File: config.mk
export PLATFORM = sky130hd
export DESIGN_NAME = button_long_press_combo_detector
export DESIGN_NICKNAME = d
export VERILOG_FILES = /design/src/design/blpcd_pkg.sv /design/src/design/blpcd_core.sv /design/src/design/button_long_press_combo_detector.sv
export SDC_FILE = /design/constraint.sdc
export NUM_CORES = 1
export LEC_CHECK = 0
export BUFFER_PORTS_ARGS = -buffer_cell sky130_fd_sc_hd__buf_2
export CORE_ASPECT_RATIO = 0.7
export CORE_MARGIN = 2
export CORE_UTILIZATION = 65
export DETAILED_ROUTE_END_ITERATION = 12
export PLACE_DENSITY = 0.89
export REMOVE_ABC_BUFFERS = 1
export SLEW_MARGIN = 0
export SYNTH_ARGS = -nofsm -noshare
export SYNTH_HDL_FRONTEND = slang
export SYNTH_SLANG_ARGS = --single-unit
File: constraint.sdc
create_clock -name clk_i -period 5.67 [get_ports clk_i]
set_input_delay 1.701 -clock clk_i [delete_from_list [all_inputs] [get_ports clk_i]]
set_output_delay 1.701 -clock clk_i [all_outputs]
set_load 0.05 [all_outputs]
File: src/design/blpcd_pkg.sv
// ============================================================================
// blpcd_pkg: shared types and constants of the button press classifier
// Holds the button count, the field widths and the beat layouts.
// ============================================================================
`default_nettype none

package blpcd_pkg;

  localparam int NUM_BUTTONS = 16;
  localparam int BTN_IDX_W   = (NUM_BUTTONS > 1) ? $clog2(NUM_BUTTONS) : 1;
  localparam int ID_W        = 4;
  localparam int CNT_W       = 6;
  localparam logic [CNT_W-1:0] LONG_PRESS_RESET = 6'd30;

  typedef enum logic {
    REQ_TICK  = 1'b0,
    REQ_LEVEL = 1'b1
  } req_e;

  typedef enum logic {
    EVENT_SINGLE = 1'b0,
    EVENT_COMBO  = 1'b1
  } event_e;

  typedef struct packed {
    req_e            req_type;
    logic [ID_W-1:0] button_id;
    logic            level;
  } item_t;

  typedef struct packed {
    event_e          event_kind;
    logic [ID_W-1:0] released_button;
    logic [ID_W-1:0] partner_button;
    logic            long_press;
  } result_t;

endpackage

`default_nettype wire

File: src/design/blpcd_core.sv
// ============================================================================
// blpcd_core: button state and press classification
// Keeps held flags and hold counters; classifies one item per enabled cycle.
// ============================================================================
`default_nettype none

module blpcd_core
  import blpcd_pkg::*;
(
  input  wire logic             clk_i,
  input  wire logic             rst_ni,
  input  wire logic             en_i,
  input  wire item_t            item_i,
  input  wire logic [CNT_W-1:0] ticks_i,
  output logic                  res_valid_o,
  output result_t               res_o
);

  logic [NUM_BUTTONS-1:0] held_q, held_d;
  logic [CNT_W-1:0]       cnt_q [NUM_BUTTONS];
  logic [CNT_W-1:0]       cnt_d [NUM_BUTTONS];
  logic [NUM_BUTTONS-1:0] others;
  logic [BTN_IDX_W-1:0]   sel_idx;
  logic [BTN_IDX_W-1:0]   partner_idx;
  logic                   partner_found;
  logic                   in_range;

  always_comb begin
    sel_idx  = BTN_IDX_W'(item_i.button_id);
    in_range = 32'(item_i.button_id) < NUM_BUTTONS;
    others   = held_q;
    others[sel_idx] = 1'b0;

    partner_found = 1'b0;
    partner_idx   = '0;
    for (int i = NUM_BUTTONS - 1; i >= 0; i--) begin
      if (others[i]) begin
        partner_found = 1'b1;
        partner_idx   = BTN_IDX_W'(i);
      end
    end

    held_d      = held_q;
    cnt_d       = cnt_q;
    res_valid_o = 1'b0;
    res_o       = '0;

    if (en_i) begin
      if (item_i.req_type == REQ_TICK) begin
        for (int i = 0; i < NUM_BUTTONS; i++) begin
          if (cnt_q[i] != '0) begin
            cnt_d[i] = cnt_q[i] - CNT_W'(1);
          end
        end
      end else if (in_range && (held_q[sel_idx] != item_i.level)) begin
        held_d[sel_idx] = item_i.level;
        if (item_i.level) begin
          cnt_d[sel_idx] = ticks_i;
        end else begin
          res_valid_o           = 1'b1;
          res_o.released_button = item_i.button_id;
          res_o.long_press      = (cnt_q[sel_idx] == '0);
          res_o.event_kind      = EVENT_SINGLE;
          if (partner_found) begin
            held_d[partner_idx]  = 1'b0;
            cnt_d[partner_idx]   = '0;
            res_o.event_kind     = EVENT_COMBO;
            res_o.partner_button = ID_W'(partner_idx);
          end
        end
      end
    end
  end

  always_ff @(posedge clk_i or negedge rst_ni) begin
    if (!rst_ni) begin
      held_q <= '0;
      for (int i = 0; i < NUM_BUTTONS; i++) begin
        cnt_q[i] <= '0;
      end
    end else begin
      held_q <= held_d;
      cnt_q  <= cnt_d;
    end
  end

endmodule

`default_nettype wire

File: src/design/button_long_press_combo_detector.sv
// ============================================================================
// button_long_press_combo_detector: long-press and chord classifier
// Turns tick and button-level beats into single and combo release events.
// ============================================================================
//
// Channel   Dir  Fields
// s_axis    in   tuser: req_type; tdata: button_id, level
// m_axis    out  tuser: event_kind; tdata: released_button, partner_button,
//                long_press
// cfg       in   long_press_ticks
//
// One beat is accepted per cycle unless the output stalls; a beat passes
// through the input register and then the result register.
// Reset releases all buttons, clears all counters and loads 30 ticks.
// A stalled output holds the result and the input register, and input
// beats keep flowing while the result register is free or being taken.
`default_nettype none

module button_long_press_combo_detector
  import blpcd_pkg::*;
(
  input  wire logic             clk_i,
  input  wire logic             rst_ni,
  input  wire logic             cfg_we_i,
  input  wire logic [CNT_W-1:0] cfg_wdata_i,
  input  wire logic             s_axis_tvalid_i,
  output logic                  s_axis_tready_o,
  input  wire logic [7:0]       s_axis_tdata_i,  // [3:0] button_id, [4] level
  input  wire logic             s_axis_tuser_i,  // [0] req_type
  output logic                  m_axis_tvalid_o,
  input  wire logic             m_axis_tready_i,
  output logic [15:0]           m_axis_tdata_o,  // [3:0] released, [7:4] partner, [8] long
  output logic                  m_axis_tuser_o   // [0] event_kind
);

  logic             in_valid_q;
  item_t            in_item_q;
  logic             out_valid_q;
  result_t          out_res_q;
  logic [CNT_W-1:0] ticks_q;
  logic             advance;
  logic             res_valid;
  result_t          res;

  assign advance         = in_valid_q && (!out_valid_q || m_axis_tready_i);
  assign s_axis_tready_o = !in_valid_q || advance;

  always_ff @(posedge clk_i or negedge rst_ni) begin
    if (!rst_ni) begin
      in_valid_q  <= 1'b0;
      out_valid_q <= 1'b0;
      ticks_q     <= LONG_PRESS_RESET;
    end else begin
      if (cfg_we_i) begin
        ticks_q <= cfg_wdata_i;
      end
      if (s_axis_tready_o) begin
        in_valid_q <= s_axis_tvalid_i;
      end
      if (advance) begin
        out_valid_q <= res_valid;
      end else if (m_axis_tready_i) begin
        out_valid_q <= 1'b0;
      end
    end
  end

  always_ff @(posedge clk_i) begin
    if (s_axis_tready_o && s_axis_tvalid_i) begin
      in_item_q.req_type  <= req_e'(s_axis_tuser_i);
      in_item_q.button_id <= s_axis_tdata_i[ID_W-1:0];
      in_item_q.level     <= s_axis_tdata_i[ID_W];
    end
    if (advance && res_valid) begin
      out_res_q <= res;
    end
  end

  blpcd_core u_core (
    .clk_i       (clk_i),
    .rst_ni      (rst_ni),
    .en_i        (advance),
    .item_i      (in_item_q),
    .ticks_i     (ticks_q),
    .res_valid_o (res_valid),
    .res_o       (res)
  );

  assign m_axis_tvalid_o = out_valid_q;
  assign m_axis_tuser_o  = out_res_q.event_kind;
  assign m_axis_tdata_o  = {7'b0, out_res_q.long_press, out_res_q.partner_button,
                            out_res_q.released_button};

endmodule

`default_nettype wire
Word-level counts from Yosys, hierarchy flattened
Cells that the tools add are included.
{"block": "op_classes", "addsub": 16, "multipliers": 0, "div": 0, "n_lt_le_gt_ge": 8, "n_eq_ne": 3, "shifts": 0, "mux": 76, "bitwise_logic": 12, "n_reduce_logical": 64}
{"op": "$mux 96", "n": 4}
{"op": "$mux 6", "n": 20}
{"op": "$and 96x96->96", "n": 1}
{"op": "$bwmux 96", "n": 1}
{"op": "$not 96->96", "n": 1}
{"op": "$reduce_bool 6->1", "n": 16}
{"op": "$sub 6x1->6 const B", "n": 16}
{"op": "$mux 4", "n": 16}
{"op": "$reduce_and 4->1", "n": 16}
{"op": "$demux 6 s4", "n": 2}
{"op": "$reduce_bool 2->1", "n": 17}
{"op": "$and 16x16->16", "n": 2}
{"op": "$mux 16", "n": 2}
{"op": "$not 16->16", "n": 2}
{"op": "$mux 1", "n": 26}
{"op": "$bmux 6 s4", "n": 1}
{"op": "$bwmux 16", "n": 1}
{"op": "$ge 5x5->1 const B", "n": 2}
{"op": "$lt 4x5->1 const B", "n": 2}
{"op": "$lt 5x1->1 const B", "n": 2}
{"op": "$not 4->5", "n": 2}
{"op": "$demux 1 s4", "n": 2}
{"op": "$ge 4x1->1 const B", "n": 2}
{"op": "$logic_and 1x1->1", "n": 7}
{"op": "11 further kinds", "n": 16}
{"block": "totals", "reg_bits": 136, "latch_bits": 0, "mem_bits_rw": 0, "romBits": 0, "input_bits": 20, "out_inout_bits": 19, "wordCells": 206, "mem_count": 0}

Depth between registers and ports, before layout
{"block": "depth", "ltp_word": 33, "ltp_mapped": 16, "ltp_nobuf": 10}

Cells and area by module
A second synthesis with hierarchy kept.
{"block": "unflattened", "hier_cells": 1097, "area_unflattened_um2": 9550.4}
{"module": "blpcd_core", "instances": 1, "cells_per_inst": 1050, "area_per_inst_um2": 8660.8, "seq_area_each_um2": 2802.7}
{"module": "button_long_press_combo_detector", "instances": 1, "cells_per_inst": 47, "area_per_inst_um2": 889.6, "seq_area_each_um2": 685.7}

Worst setup path after synthesis
Ideal clock, no wire load.
{"block": "synth_path", "path_kind": "register to register", "start": "register in_item_q[2] in the netlist's numbering", "end": "register u_core.cnt_q[21] in the netlist's numbering", "setup_time_ns": 0.067, "arrival_ns": 3.834, "t_required_ns": 5.603, "setup_slack_ns": 1.769, "stages_incl_launch_ff": 16, "n_path_buf": 5, "period_less_slack_ns": 3.901, "cell_sequence": "edfxtp_1 -> buf_4 -> buf_2 -> buf_1 -> clkbuf_1 -> mux4_2 -> mux4_2 -> ha_1 -> nand2_1 -> nand3_1 -> a31o_4 -> buf_6 -> or3_4 -> or3_1 -> a21oi_1 -> a221o_1"}
{"block": "synth_via", "elab_chain_len": 33, "word_cells_on_any_way": 64, "classes_between": "order compare: 6; eq/ne: 3; mux: 45; bitwise: 6; reduce/logical: 4"}
{"item": "start, declared", "line": "button_long_press_combo_detector.sv:37", "text": "item_t in_item_q;"}
{"item": "$lt 4x5->1 (implied by the code) or $ge 4x1->1 (tied branches)", "line": "blpcd_core.sv:32", "text": "others[sel_idx] = 1'b0;"}
{"item": "$logic_and 1x1->1 (implied by the code)", "line": "blpcd_core.sv:32"}
{"item": "$mux 1 (implied by the code)", "line": "blpcd_core.sv:32"}
{"item": "$demux 1 s4"}
{"item": "$not 16->16 (no source line)"}
{"item": "$and 16x16->16 (no source line)"}
{"item": "$mux 4 (16 in a row)", "line": "blpcd_core.sv:37", "text": "if (others[i]) begin"}
{"item": "$not 4->5 (implied by the code)", "line": "blpcd_core.sv:66", "text": "cnt_d[partner_idx] = '0;"}
{"item": "(+2 left out)"}
{"item": "$mux 6 (implied by the code)", "line": "blpcd_core.sv:66"}
{"item": "$demux 6 s4", "line": "blpcd_core.sv:66"}
{"item": "$not 96->96 (no source line)"}
{"item": "$and 96x96->96 (no source line)"}
{"item": "$mux 96", "line": "blpcd_core.sv:64", "text": "if (partner_found) begin"}
{"item": "$mux 96", "line": "blpcd_core.sv:57", "text": "if (item_i.level) begin"}
{"item": "$mux 96", "line": "blpcd_core.sv:55", "text": "end else if (in_range && (held_q[sel_idx] != item_i.level)) begin"}
{"item": "$mux 96", "line": "blpcd_core.sv:49", "text": "if (item_i.req_type == REQ_TICK) begin"}
{"item": "end signal, assigned", "line": "blpcd_core.sv:83", "text": "cnt_q <= cnt_d;"}
{"item": "end, declared", "line": "blpcd_core.sv:20", "text": "logic [CNT_W-1:0] cnt_q [NUM_BUTTONS];"}
Several ways; a longest one is shown, not always the timed one. The select of a mux whose other input is x is not followed.
A chain may end at the register's enable or synchronous reset.

Worst setup path in the final report
{"block": "layout_path", "start": "register in_item_q[1] in the netlist's numbering", "end": "register u_core.cnt_q[42] in the netlist's numbering"}
Same word-level chain as after synthesis.

==> metrics.txt <==
Synth Register Bits=between 100 and 150; # hold bufs at CTS=0; status=finished clean; Worst path slowest cell=edfxtp_1; area leader, netlist=dfrtp_1; post_cts resized=0; initial antenna violation count=0; crit end category=flip-flop; critical path required time=slightly above 6 ns; DRC violations left=0; Area Overhead vs Synth=8.324%; ys flop type=dfrtp_1; number of global-route vias before repair=~8,100; first-pass detailed-route iteration total=6; final hold vios=0; CP arrival=4.96 ns; post-synth cell types=86; Comb power frac=40.7%; Async S/R FF share, synth=88.24%; crit path launch type=flip-flop; Core Area=14,010 um^2; Synth top area share=30.90%; period utilization=80.93%; Post-synth top cells=116 x dfrtp_1, 116 x nor2_1, 107 x nand2_1, 79 x a21oi_1, 65 x o21ai_0; worst-path maximum fanout=19; top-level I/O count=39; IO Port Bufs=28; Initial Util=67.06%; number of diodes=0; Mean Syn Cell Area=roughly 8.6 um^2; WS Path Type=flip-flop to flip-flop; Worst Tran Pin Value=0.9461 ns; Seq/Total Area, Yosys=37.13%; Max-Cap Viols=0; Clock Path Buffers=2; setup repair after global routing missed its margin=false; switching power=between 2000 and 2500 uW; Hold WC Path Type=flip-flop to flip-flop; clock-pin slew on the worst setup and hold paths=about 0.070 ns; GRT Util Overall=between 30% and 40%; worst-skew pair later-pin latency=0.43 ns; grt total ovfl=0; ANT nets after route=0; Clk pwr share=22.5%; leakage power=around 0.0041 uW; first-pass GRT wire length=around 44,000 um; Fill cells=1,007; vias per cell=6.988; FP Rows=36; Fmax achieved=217.9 MHz; Synth area leaders=dfrtp_1 31%, edfxtp_1 5.1%, nor2_1 4.6%; die height=around 100 um; CP top delay family=simple AND/OR/NAND/NOR gates; # clock sinks=about 140; CP Buf/Inv Count=0; # setup viols final=0; H-Tree Depth=4; number of synthesized flops with an enable pin=16; Flop pwr share=a little under two fifths; largest net degree at the start of global routing=79; Hold WS=0.4954 ns; Nets=1,150; Final GP Congestion=about 1.0; Sw Ratio=42.74%; vias post-DR=approximately 9,100; Setup TNS=0 ns; post-DP HPWL=19,080 um; Cell Chain, Critical Path=mux4_2, mux4_2, ha_1, nand2_1, nand3_1, a31oi_2, nand2_1, nor3_1, and3_1, a211o_1; post-route minimum period=4.589 ns; Die X=147.7 um; Slew Limit Fails=0; root buf cell=clkbuf_16; power density cells=479.5 nW/um^2; Synth Instances=1,091; R2R setup slack=1.08 ns; share of layout cells above drive strength 1=12.16%; Yosys warning count=0; Cell Int Power=2793 uW; Die ar.=15,440 um^2; Largest stage delay, worst path=0.87 ns; final worst clock skew=0.008347 ns; Post-Syn Area=about 9400 um^2; post-CTS setup buffers=0; Initial DRC Count=between 1,000 and 1,500; Inserted Clock Buffers=17; WL final=27,890 um; DR WL/cell=21.45 um; Peak VDD IR=0.0002875 V; Max-slew headroom=36.77%; TritonCTS clock tree=yes
-- power by group through the flow --
stage	clock, uW	sequential, uW	combinational, uW
2_1_floorplan	0	1690	1480
3_3_place_gp	0	1770	1860
3_5_place_dp	0	1780	1930
4_1_cts	1100	1770	1940
5_1_grt	1140	1850	2190
6_report	1100	1790	1990
-- worst register-to-register path, stage by stage, from the launching register on --
cell and delay [ns]:
edfxtp_1 0.87, mux4_2 0.66, mux4_2 0.51, ha_1 0.33
nand2_1 0.08, nand3_1 0.28, a31oi_2 0.67, nand2_1 0.24
nor3_1 0.56, and3_1 0.24, a211o_1 0.09
-- per-stage QoR --
stage	worst slack, ns	std cells	power, uW	cell area, um^2	util, %
2_1_floorplan	0.7694	1036	3173	9114	-
3_3_place_gp	1.252	1268	3625	9599	68.52
3_5_place_dp	1.255	1268	3707	9599	68.52
4_1_cts	1.214	1300	4813	10180	72.64
5_1_grt	0.8235	1300	5180	10180	72.64
6_report	1.081	1300	4879	10180	72.64
-- area by class of cell --
cell class,instances,area [um^2],area share [%]
Clock buffer,18,450.4,4.426
Timing Repair Buffer,42,247.7,2.435
Multi-Input combinational cell,857,5464,53.69
Sequential cell,136,3488,34.28
Inverter,43,161.4,1.586
Clock inverter,14,126.4,1.242
Tap cell,190,237.7,2.336
-- state kept, by name (all words and copies together) (netlist names) --
name             flops
u_core.cnt_q        96
u_core.held_q       16
in_valid_q           1
m_axis_tuser_o       1
m_axis_tdata_o       9
in_item_q            6
m_axis_tvalid_o      1
ticks_q              6
-- kinds of logic (layout without fill, tap and decap cells) --
logic type,count (synthesis),in the layout,share of synthesized area [%]
flip-flops,136,136,37.13
other,1,7,0.03992
buffers and inverters,104,117,4.941
AO/OA/AOI/OAI,339,339,25.61
multiplexers,21,21,3.250
AND/OR/NAND/NOR,457,457,24.63
adder cells (fa/ha/maj),33,33,4.395
-- path summary, 6_finish.rpt --
path	start	end	cells past startpoint
min in group asynchronous	rst_ni	u_core.cnt_q[37]	1
min	u_core.cnt_q[52]	u_core.cnt_q[52]	1
min reg2reg	u_core.cnt_q[52]	u_core.cnt_q[52]	1
max	in_item_q[1]	u_core.cnt_q[42]	10
max in group asynchronous	rst_ni	ticks_q[4]	2
max reg2reg	in_item_q[1]	u_core.cnt_q[42]	10
-- cells in the final DEF, fill, tap and decap left out, types with 6 or more instances in the layout --
cell | netlist | final
nor4_1 | 17 | 17
a221o_1 | 40 | 40
mux4_2 | 6 | 6
and3_1 | 12 | 12
nor3b_1 | 7 | 7
o22ai_1 | 15 | 15
a31oi_1 | 15 | 15
a32oi_1 | 10 | 10
dfrtp_1 | 116 | 116
nand3b_1 | 20 | 20
o31ai_1 | 12 | 12
ha_1 | 33 | 33
nor2_1 | 116 | 116
buf_4 | 8 | 15
a21o_1 | 14 | 14
nand3_1 | 38 | 38
a22oi_1 | 6 | 6
or2_2 | 7 | 7
buf_2 | 11 | 27
conb_1 | 1 | 7
o21ai_0 | 65 | 65
inv_1 | 43 | 43
and2_1 | 10 | 10
a211o_1 | 15 | 15
clkbuf_16 | 0 | 18
nand2_1 | 107 | 107
or3_1 | 15 | 15
a22o_1 | 6 | 6
nor3_1 | 54 | 54
a21oi_1 | 79 | 79
mux2_2 | 12 | 12
nand2b_1 | 22 | 22
edfxtp_1 | 16 | 16
-- per-layer routing --
layer / routed length, um / GRT usage [%] / vias up / share of wire (%)
met3: 3826 / 9.694 / 61 / 14
met1: 12100 / 56.86 / 4297 / 43
met2: 11320 / 49.73 / 619 / 41
met5: 0 / 0 / - / 0
met4: 648 / 11.95 / 0 / 2.3
li1: - / - / 4107 / -
No activity file was read; power rests on OpenSTA's default activity.
